`config.mk`:
```
export PLATFORM = sky130hd
export DESIGN_NAME = history_ring_with_cursor
export DESIGN_NICKNAME = d
export VERILOG_FILES = /design/src/rtl/core/hrc_pkg.sv /design/src/rtl/core/hrc_store.sv /design/src/rtl/core/history_ring_with_cursor.sv
export VERILOG_INCLUDE_DIRS = /design/src /design/src/rtl/core
export SDC_FILE = /design/constraint.sdc
export NUM_CORES = 1
export LEC_CHECK = 0
export BUFFER_PORTS_ARGS = -buffer_cell sky130_fd_sc_hd__buf_2
export CAP_MARGIN = 20
export CORE_MARGIN = 2
export CORE_UTILIZATION = 45
export DETAILED_ROUTE_END_ITERATION = 10
export GPL_ROUTABILITY_DRIVEN = 0
export HOLD_SLACK_MARGIN = 0.15
export PLACE_DENSITY_LB_ADDON = 0.05
export SLEW_MARGIN = 20
export SYNTH_ARGS = -nofsm -noshare
export SYNTH_HDL_FRONTEND = slang
export SYNTH_SLANG_ARGS = --single-unit
```
`constraint.sdc`:
```
create_clock -name i_clk -period 18.05 [get_ports i_clk]
set_input_delay 0.9025 -clock i_clk [delete_from_list [all_inputs] [get_ports i_clk]]
set_output_delay 0.9025 -clock i_clk [all_outputs]
set_load 0.05 [all_outputs]
```
`src/rtl/core/history_ring_with_cursor_assert.svh`:
```
// Assertion macros for the history ring.
// Depends on nothing; included by files that carry concurrent checks.
`ifndef HISTORY_RING_WITH_CURSOR_ASSERT_SVH
`define HISTORY_RING_WITH_CURSOR_ASSERT_SVH

// Same-cycle implication, disabled while reset is low.
`define HRC_ASSERT_IMP(label, clk, rst_n, ante, cons, msg) \
    label: assert property (@(posedge clk) disable iff (!(rst_n)) (ante) |-> (cons)) \
        else $error(msg);

// Next-cycle implication, disabled while reset is low.
`define HRC_ASSERT_NXT(label, clk, rst_n, ante, cons, msg) \
    label: assert property (@(posedge clk) disable iff (!(rst_n)) (ante) |=> (cons)) \
        else $error(msg);

`endif

```
`src/rtl/core/hrc_pkg.sv`:
```
// Shared constants for the history ring: op codes, field widths, defaults.
// No dependencies.
package hrc_pkg;

    localparam int DEF_DEPTH      = 16;
    localparam int DEF_ENTRY_BITS = 64;

    localparam int OP_W    = 2;
    localparam int VALUE_W = 64;
    localparam int COUNT_W = 5;

    localparam logic [OP_W-1:0] OP_ADD   = 2'd0;
    localparam logic [OP_W-1:0] OP_PREV  = 2'd1;
    localparam logic [OP_W-1:0] OP_NEXT  = 2'd2;
    localparam logic [OP_W-1:0] OP_HOME  = 2'd3;

endpackage

```
`src/rtl/core/hrc_store.sv`:
```
// Entry storage for the history ring: one write port, one registered read port.
// Depends on hrc_pkg for default sizes.
module hrc_store
    import hrc_pkg::*;
#(
    parameter int DEPTH      = DEF_DEPTH,
    parameter int ENTRY_BITS = DEF_ENTRY_BITS,
    parameter int SW         = (DEPTH > 1) ? $clog2(DEPTH) : 1
) (
    input  logic                  i_clk,
    input  logic                  i_wr_en,
    input  logic [SW-1:0]         i_wr_slot,
    input  logic [ENTRY_BITS-1:0] i_wr_data,
    input  logic                  i_rd_en,
    input  logic [SW-1:0]         i_rd_slot,
    output logic [ENTRY_BITS-1:0] o_rd_data
);

    logic [ENTRY_BITS-1:0] r_mem [DEPTH];
    logic [ENTRY_BITS-1:0] r_rd_data;

    always_ff @(posedge i_clk) begin
        if (i_wr_en) begin
            r_mem[i_wr_slot] <= i_wr_data;
        end
        if (i_rd_en) begin
            r_rd_data <= r_mem[i_rd_slot];
        end
    end

    assign o_rd_data = r_rd_data;

endmodule

```
`src/rtl/core/history_ring_with_cursor.sv`:
```
// History ring with a browse cursor: control, pointers and result register.
// Depends on hrc_pkg, hrc_store and history_ring_with_cursor_assert.svh.
//
// Usage:
//   A request is taken at a rising edge where start is high and busy is low.
//   i_op selects add (store i_entry_value unless it matches the newest entry),
//   previous, next, or cursor home. i_entry_value matters only for add.
//   Every request gives exactly one result: o_valid is high for one cycle with
//   o_entry_out, o_entry_present and o_stored_count. The receiver cannot stall;
//   the result is gone after that cycle.
//   Order: the request edge reads the entry store (newest slot for add, the
//   cursor target for previous/next); the write-back edge compares, writes back,
//   updates the pointers and registers the result, which o_valid then shows.
//   A new request is not taken until the previous one is written back: the
//   registered store read is followed by write-back. busy is high during write-back.
//   Because the write lands before any later read is issued, no forwarding is
//   needed.
//   Reset (i_rst_n low, synchronous) empties the ring and homes the cursor;
//   the store is not cleared; an unwritten slot may be read, its data unused.
module history_ring_with_cursor
    import hrc_pkg::*;
#(
    parameter int DEPTH      = DEF_DEPTH,
    parameter int ENTRY_BITS = DEF_ENTRY_BITS
) (
    input  logic               i_clk,
    input  logic               i_rst_n,
    input  logic               start,
    output logic               busy,
    input  logic [OP_W-1:0]    i_op,
    input  logic [VALUE_W-1:0] i_entry_value,
    output logic               o_valid,
    output logic [VALUE_W-1:0] o_entry_out,
    output logic               o_entry_present,
    output logic [COUNT_W-1:0] o_stored_count
);

`include "history_ring_with_cursor_assert.svh"

    localparam int SW = (DEPTH > 1) ? $clog2(DEPTH) : 1;
    localparam int CW = $clog2(DEPTH + 1);
    localparam logic [SW-1:0] LAST_SLOT = SW'(DEPTH - 1);
    localparam logic [CW-1:0] FULL_CNT  = CW'(DEPTH);

    localparam logic ST_IDLE = 1'b0;
    localparam logic ST_EXEC = 1'b1;

    // slot arithmetic modulo DEPTH (DEPTH need not be a power of two)
    function automatic logic [SW-1:0] slot_inc(input logic [SW-1:0] s);
        return (s == LAST_SLOT) ? '0 : SW'(s + 1'b1);
    endfunction

    function automatic logic [SW-1:0] slot_dec(input logic [SW-1:0] s);
        return (s == '0) ? LAST_SLOT : SW'(s - 1'b1);
    endfunction

    logic                  r_state, n_state;
    logic [OP_W-1:0]       r_op;
    logic [ENTRY_BITS-1:0] r_value;

    // ring pointers
    logic [SW-1:0] r_oldest, n_oldest;
    logic [SW-1:0] r_next_free, n_next_free;
    logic [SW-1:0] r_newest, n_newest;
    logic [SW-1:0] r_cursor, n_cursor;
    logic [CW-1:0] r_steps, n_steps;
    logic [CW-1:0] r_count, n_count;

    // result register
    logic                  r_valid;
    logic [ENTRY_BITS-1:0] r_out, n_out;
    logic                  r_present, n_present;

    logic                  accept;
    logic                  exec;
    logic [SW-1:0]         rd_slot;
    logic [ENTRY_BITS-1:0] rd_data;
    logic                  wr_en;

    assign accept = start && (r_state == ST_IDLE);
    assign exec   = (r_state == ST_EXEC);
    assign busy   = exec;

    // Read target; pointers do not move between request and write-back,
    // so the same decision is valid in both cycles.
    always_comb begin
        rd_slot = r_cursor;
        case (i_op)
            OP_ADD:  rd_slot = r_newest;
            OP_PREV: rd_slot = (r_steps < r_count) ? slot_dec(r_cursor) : r_oldest;
            OP_NEXT: rd_slot = slot_inc(r_cursor);
            default: rd_slot = r_cursor;
        endcase
    end

    hrc_store #(
        .DEPTH      (DEPTH),
        .ENTRY_BITS (ENTRY_BITS),
        .SW         (SW)
    ) u_store (
        .i_clk     (i_clk),
        .i_wr_en   (wr_en),
        .i_wr_slot (r_next_free),
        .i_wr_data (r_value),
        .i_rd_en   (accept),
        .i_rd_slot (rd_slot),
        .o_rd_data (rd_data)
    );

    // write-back step
    always_comb begin
        n_state     = r_state;
        n_oldest    = r_oldest;
        n_next_free = r_next_free;
        n_newest    = r_newest;
        n_cursor    = r_cursor;
        n_steps     = r_steps;
        n_count     = r_count;
        n_out       = '0;
        n_present   = 1'b0;
        wr_en       = 1'b0;

        unique case (r_state)
            ST_IDLE: begin
                if (accept) begin
                    n_state = ST_EXEC;
                end
            end
            ST_EXEC: begin
                n_state = ST_IDLE;
                case (r_op)
                    OP_ADD: begin
                        // duplicate of newest entry: just home the cursor
                        if ((r_count != '0) && (rd_data == r_value)) begin
                            n_cursor = r_next_free;
                        end else begin
                            wr_en       = 1'b1;
                            n_newest    = r_next_free;
                            n_next_free = slot_inc(r_next_free);
                            n_cursor    = slot_inc(r_next_free);
                            if (r_count < FULL_CNT) begin
                                n_count = CW'(r_count + 1'b1);
                            end else begin
                                n_oldest = slot_inc(r_oldest);
                            end
                        end
                        n_steps = '0;
                    end
                    OP_PREV: begin
                        if (r_steps < r_count) begin
                            n_steps   = CW'(r_steps + 1'b1);
                            n_cursor  = slot_dec(r_cursor);
                            n_out     = rd_data;
                            n_present = 1'b1;
                        end else if (r_count != '0) begin
                            // pinned at the oldest entry
                            n_cursor  = r_oldest;
                            n_out     = rd_data;
                            n_present = 1'b1;
                        end
                    end
                    OP_NEXT: begin
                        if (r_steps > CW'(1)) begin
                            n_steps   = CW'(r_steps - 1'b1);
                            n_cursor  = slot_inc(r_cursor);
                            n_out     = rd_data;
                            n_present = 1'b1;
                        end else begin
                            n_cursor = r_next_free;
                            n_steps  = '0;
                        end
                    end
                    default: begin
                        n_cursor = r_next_free;
                        n_steps  = '0;
                    end
                endcase
            end
            default: n_state = ST_IDLE;
        endcase
    end

    always_ff @(posedge i_clk) begin
        if (!i_rst_n) begin
            r_state     <= ST_IDLE;
            r_oldest    <= '0;
            r_next_free <= '0;
            r_newest    <= '0;
            r_cursor    <= '0;
            r_steps     <= '0;
            r_count     <= '0;
            r_valid     <= 1'b0;
        end else begin
            r_state     <= n_state;
            r_oldest    <= n_oldest;
            r_next_free <= n_next_free;
            r_newest    <= n_newest;
            r_cursor    <= n_cursor;
            r_steps     <= n_steps;
            r_count     <= n_count;
            r_valid     <= exec;
        end
    end

    // request and result payload
    always_ff @(posedge i_clk) begin
        if (accept) begin
            r_op    <= i_op;
            r_value <= i_entry_value[ENTRY_BITS-1:0];
        end
        if (exec) begin
            r_out     <= n_out;
            r_present <= n_present;
        end
    end

    assign o_valid         = r_valid;
    assign o_entry_out     = VALUE_W'(r_out);
    assign o_entry_present = r_present;
    assign o_stored_count  = COUNT_W'(r_count);

    `HRC_ASSERT_NXT(a_accept_busy, i_clk, i_rst_n, accept, busy && !o_valid,
        "request taken but write-back not started")
    `HRC_ASSERT_NXT(a_exec_result, i_clk, i_rst_n, exec, o_valid && !busy,
        "write-back did not produce exactly one result")
    `HRC_ASSERT_IMP(a_count_range, i_clk, i_rst_n, 1'b1,
        (r_count <= FULL_CNT) && (r_steps <= r_count), "ring count or step count out of range")
    `HRC_ASSERT_IMP(a_present_op, i_clk, i_rst_n, o_valid && o_entry_present,
        (r_op == OP_PREV || r_op == OP_NEXT) && (r_count != '0),
        "entry returned for a request that cannot return one")

endmodule

```
* Word-level counts from Yosys, hierarchy flattened *
Memory sizes are Yosys's and may differ from the RTL's. A register that Yosys moved wholly into a read port is not among the register bits.
Index checks and enable logic that the tools add are counted.

storage, ports and cells
  memories kept = 1
  output and inout port bits = 72
  register bits after elaboration = 159
  word-level logic and storage cells = 77
  bits of input ports = 69
  memory bits (writable) = 1024

memories
  memory         depth  bits a word  read ports  clocked after Yosys merged registers in  write ports  line             RTL
  u_store.r_mem  16     64           1           1                                        1            hrc_store.sv:19  logic [ENTRY_BITS-1:0] r_mem [DEPTH];

operators by class
  reduce and logical (&&, ||, !) cells = 12
  equality and inequality tests = 10
  $add $sub $neg = 7
  $lt $le $gt $ge = 3
  bitwise gates (word level) = 3
  multiplexer cells = 29

operators with widths
  kind                                                count
  two-way mux 64 bit                                  3
  one-hot mux 64 bit (2 select lines)                 1
  == test 64 bit                                      1
  two-way mux 4 bit                                   9
  one-hot mux 4 bit (3 select lines)                  2
  adder 4 x 1 -> 4 bit, second input constant         3
  == test 4 bit, second input constant                3
  adder 5 x 1 -> 5 bit, second input constant         2
  two-way mux 5 bit                                   2
  one-hot mux 5 bit (2 select lines)                  1
  two-way mux 1 bit                                   9
  AND reduction 4 bit                                 2
  AND reduction 2 bit                                 3
  > comparator 5 x 1 -> 1 bit, second input constant  1
  < comparator 5 bit                                  1
  < comparator 5 bit, second input constant           1
  nonzero test 5 bit                                  1
  subtractor 5 x 1 -> 5 bit, second input constant    1
  == test 2 x 1 -> 1 bit, second input constant       2
  == test 2 bit, second input constant                2
  logical NOT 2 bit                                   2
  logical NOT 4 bit                                   1
  one-hot mux 1 bit (2 select lines)                  2
  subtractor 4 x 1 -> 4 bit, second input constant    1
  other kinds (5)                                     8

* Depth between registers and ports, before layout *
  depth after elaboration = 7
  mapped depth = 13
  depth with buffers taken out = 9

* Cells and area by module *
Synthesis repeated with hierarchy kept, for this count alone.

unflattened totals
  cell total of the unflattened synthesis = 2199
  area, all modules = 47490.5 um^2

modules (own cells, without submodules)
  module                    times used  area an instance (um^2)  sequential area each (um^2)  cells an instance
  hrc_store                 1           40222.3                  32671.3                      1647
  history_ring_with_cursor  1           7268.2                   4494.3                       552

* Least setup slack after synthesis *
Ideal clock, no wire load.

  path kind = register to register
  from = register r_state (netlist: busy)
  to = register r_op[0] (enable)
  data required time = 17.419 ns
  period minus slack after synthesis = 8.039 ns
  cell stages (with the launch flop) = 2
  data arrival time = 7.408 ns
  buffers on the path = 0
  library setup time = 0.631 ns
  setup slack = 10.011 ns
  cell sequence = dfxtp_1 > nor2b_1

between the ends
  longest elaborated chain between the ends = 2

ends and longest elaborated chain
  what                    line                             RTL
  from (decl)             history_ring_with_cursor.sv:57   logic r_state, n_state;
  from (signal assigned)  history_ring_with_cursor.sv:194  r_state <= n_state;
  inverter 1 bit          -
  logical AND 1 bit       history_ring_with_cursor.sv:80   assign accept = start && (r_state == ST_IDLE);
  net accept              history_ring_with_cursor.sv:74   logic accept;
  to (signal assigned)    history_ring_with_cursor.sv:208  r_op <= i_op;
  to (decl)               history_ring_with_cursor.sv:58   logic [OP_W-1:0] r_op;

The timed path passes the listed nets, and every way through them passes these cells.
A chain may end at the register's enable or synchronous reset.

* Final worst setup path *
  from = register r_count[4] (netlist: o_stored_count[4])
  to = register u_store.r_rd_data[39] (netlist: u_store.o_rd_data[39]), read port of u_store.r_mem (data pin)

between the ends
  longest elaborated chain between the ends = 3

ends and longest elaborated chain
  what                                line                             RTL
  from (decl)                         history_ring_with_cursor.sv:67   logic [CW-1:0] r_count, n_count;
  from (signal assigned)              history_ring_with_cursor.sv:200  r_count <= n_count;
  < comparator 5 bit                  history_ring_with_cursor.sv:90   OP_PREV: rd_slot = (r_steps < r_count) ? slot_dec(r_cursor) : r_oldest;
  two-way mux 4 bit                   history_ring_with_cursor.sv:90
  one-hot mux 4 bit (3 select lines)  history_ring_with_cursor.sv:88   case (i_op)
  to (decl)                           hrc_store.sv:20                  logic [ENTRY_BITS-1:0] r_rd_data;

No other way between the ends.

==> results.tsv <==
stage	metric	value	unit
outcome	status	finished, final reports clean	
setup_path	crit path kind	reg2reg	
pwr	Leak Pwr	18.1	nW
timing	Peak Freq	161	MHz
layout	share of cells above drive strength 1	0.126	
setup_path	CP most frequent cell	buf_4	
synth	Mapped Cells	3186	
global_routing	largest net degree at the start of global routing	197	
timing	unrepaired setup endpoints after global routing	no	
pwr	sw frac	0.224	
global_routing	total congestion overflow	0	
setup_path	start of the worst register-to-register path	o_stored_count[4]	
timing	Setup-failing EPs final	0	
floorplan	core area	109000	µm²
global_routing	first-pass GRT wire length	204	mm
clock_tree	CTS buffer count	136	
synth	top_reg_cell synth	edfxtp_1	
global_routing	initial antenna violation count	4	
floorplan	DIE AREA	113000	µm²
clock_tree	CTS Root Cell	clkbuf_16	
floorplan	Die Span Y	336	µm
synth	Syn Area/Cell	15.6	µm²
detailed_routing	Detail Route Antenna Nets	0	
setup_path	worst-path fanout max	52	
pwr	Seq pwr share	0.519	
layout	fin nets	3357	
floorplan	# IOs	141	
timing	clock skew	31.5	ps
synth	syn_nets	3275	
layout	most frequent cells in the layout	1219 x edfxtp_1, 345 x nand2_1, 258 x and3_1	
detailed_routing	final WL	142	mm
detailed_routing	DR vias/cell	6.14	
pwr	PwrDens	113	nW/µm²
synth	largest cells by area after synthesis	edfxtp_1 74%, a211oi_1 3.7%, and3_1 3.4%	
synth	Yosys top cell area share	0.738	
synth	synth warn	0	
global_routing	vias in the first global route	28600	
placement	pre-CTS WS	11830	ps
timing	Slew @ Worst Pin	1120	ps
floorplan	Rows	121	
setup_path	Crit. Startpoint	o_stored_count[4]	
placement	hpwl dp	69.4	mm
floorplan	die width	336	µm
synth	leading area contributor after synthesis	edfxtp_1	
clock_tree	CTS max path bufs	3	
detailed_routing	initial drt markers	2874	
worst_hold_path	Hold Path Origin	i_entry_value[14]	
detailed_routing	drt pass-1 iters	5	
synth	Seq cells post-synth	1247	
timing	normalized max-slew margin	0.247	
setup_path	CP Launch Type	register	
setup_path	family with the most delay on the worst path	buffers and inverters	
layout	most common cell after layout, fill and taps aside	edfxtp_1	
clock_tree	post-CTS setup buffers	0	
clock_tree	Worst-Skew Late Latency	750	ps
setup_path	Setup crit end kind	register	
setup_path	Worst EP arrival	6700	ps
setup_path	WP buf/inv	4	
detailed_routing	wire length per cell	29.7	µm
pwr	Peak VDD IR	0.0000886	V
synth	sequential-to-total area share from yosys stat	0.750	
pwr	clock share of power	0.427	
setup_path	critical path's slowest cell	a221oi_2	
clock_tree	CTS clk-pin slew, worst paths	60	ps
synth	number of flops mapped to enable cells by yosys	1219	
timing	Fin Hold WS	333	ps
setup_path	CP peak stage delay	740	ps
clock_tree	H-tree Lvls	4	
synth	async set or reset register ratio after synthesis	0	
timing	post-route setup TNS	0	ps
clock_tree	cts hold-fix bufs	0	
timing	Final period util	0.345	
synth	Unique masters post-synth	64	
setup_path	CP cell instances	inv_1 -> ha_1 -> and4_1 -> a221oi_2 -> mux2i_1 -> and2_4 -> buf_4 -> buf_4 -> buf_4 -> a221oi_1 -> or4_1	
run	Max-cap violations	0	
timing	Fin. Hold Viols	0	
detailed_routing	via count	29400	
timing	Final Slew Violations	0	
floorplan	Initial Utilization	0.455	
timing	crit path time final	6220	ps
global_routing	GRT Resource Usage Total	0.251	
clock_tree	CTS tree	yes	
synth	Mapped Area	49600	µm²
detailed_routing	Residual DRC	0	
pwr	P_int	4.91	mW
worst_hold_path	Min-Delay Path Class	in2reg	
placement	I/O Buffers	140	
pwr	Sw Pwr	1.41	mW
clock_tree	post_cts resized	0	
pwr	Comb power frac	0.054	
setup_path	Critical Path RT	18530	ps
layout	area delta synth->final	12.6	%
timing	final worst slack	11830	ps
clock_tree	Num Clock Sinks	1247	
worst reg2reg max path, stage by stage (launching register included):
cell and delay [ps]:
dfxtp_1 480, inv_1 150, ha_1 330, and4_1 210, a221oi_2 740, mux2i_1 560, and2_4 710, buf_4 750
buf_4 600, buf_4 680, a221oi_1 230, or4_1 520
cells in the mapped netlist, types with 20 or more instances:
cell,count
buf_2,57
ha_1,20
inv_1,23
a21oi_1,77
a211oi_1,244
and3_1,271
edfxtp_1,1219
a221oi_1,69
and2_1,77
mux2i_1,77
xnor2_1,65
a311oi_1,128
or4_1,64
clkbuf_1,150
nor3b_1,64
dfxtp_1,28
nand2_1,346
kinds of logic (layout without fill, tap and decap cells):
| group | count (synthesis) | in the layout | synth area share |
|---|---|---|---|
| AOI/OAI and AO/OA | 595 | 595 | 0.0925 |
| xor gates and xnor gates | 72 | 72 | 0.0127 |
| adders and majority gates | 20 | 20 | 0.00505 |
| buffers and inverters | 265 | 451 | 0.0239 |
| DFF | 1247 | 1247 | 0.750 |
| muxes | 82 | 82 | 0.0168 |
| other | 0 | 2 | 0 |
| and+or+nand+nor | 905 | 905 | 0.0994 |
metrics by stage:
stage          cells  power [mW]   util  instance area [µm²]
2_1_floorplan   3186        3.54      -                49600
3_3_place_gp    4544        3.68  0.473                51500
3_5_place_dp    4544        3.68  0.473                51500
4_1_cts         4786        6.38  0.512                55800
5_1_grt         4786        6.52  0.512                55800
6_report        4788        6.33  0.512                55800
registers in the layout, indices dropped and copies added (netlist names):
signal / flops
u_store.r_mem: 1024
o_entry_out: 64
r_value: 64
u_store.o_rd_data: 64
o_stored_count: 5
r_steps: 5
r_cursor: 4
r_newest: 4
r_next_free: 4
r_oldest: 4
r_op: 2
busy: 1
o_entry_present: 1
o_valid: 1
power groups by stage:
stage	Clock [mW]	Sequential [mW]	Combinational [mW]
final	2.70	3.28	0.342
after CTS	2.75	3.28	0.345
after floorplan	0	3.34	0.206
after global routing	2.87	3.29	0.367
after detailed placement	0	3.34	0.344
after global placement	0	3.34	0.340
path summary, 6_finish.rpt:
path              cells after the start  slack, ps                    end
hold reg to reg                       2        520      o_stored_count[4]
setup / recovery                     11      11830  u_store.o_rd_data[39]
hold / removal                        1        330            r_value[14]
setup reg to reg                     11      11830  u_store.o_rd_data[39]
metal layers:
| metal | GRT usage | wire (µm) | vias to the layer above |
|---|---|---|---|
| met2 | 0.404 | 67800 | 1048 |
| met3 | 0.0352 | 8210 | 203 |
| met4 | 0.0756 | 3510 | 0 |
| met1 | 0.357 | 62800 | 15400 |
| li1 | - | - | 12800 |
| met5 | 0 | 0 | - |
layout make-up:
class                      count  area, µm²
inverter                      23       86.3
multi-input combinational   1674      11400
tap                         1414       1770
sequential                  1247      37200
timing repair buffer         186       1090
clock inverter                75        644
fill                        9047      53200
clock buffer                 167       3670
antenna                        2       5.00
No activity file was read; power rests on OpenSTA's default activity.
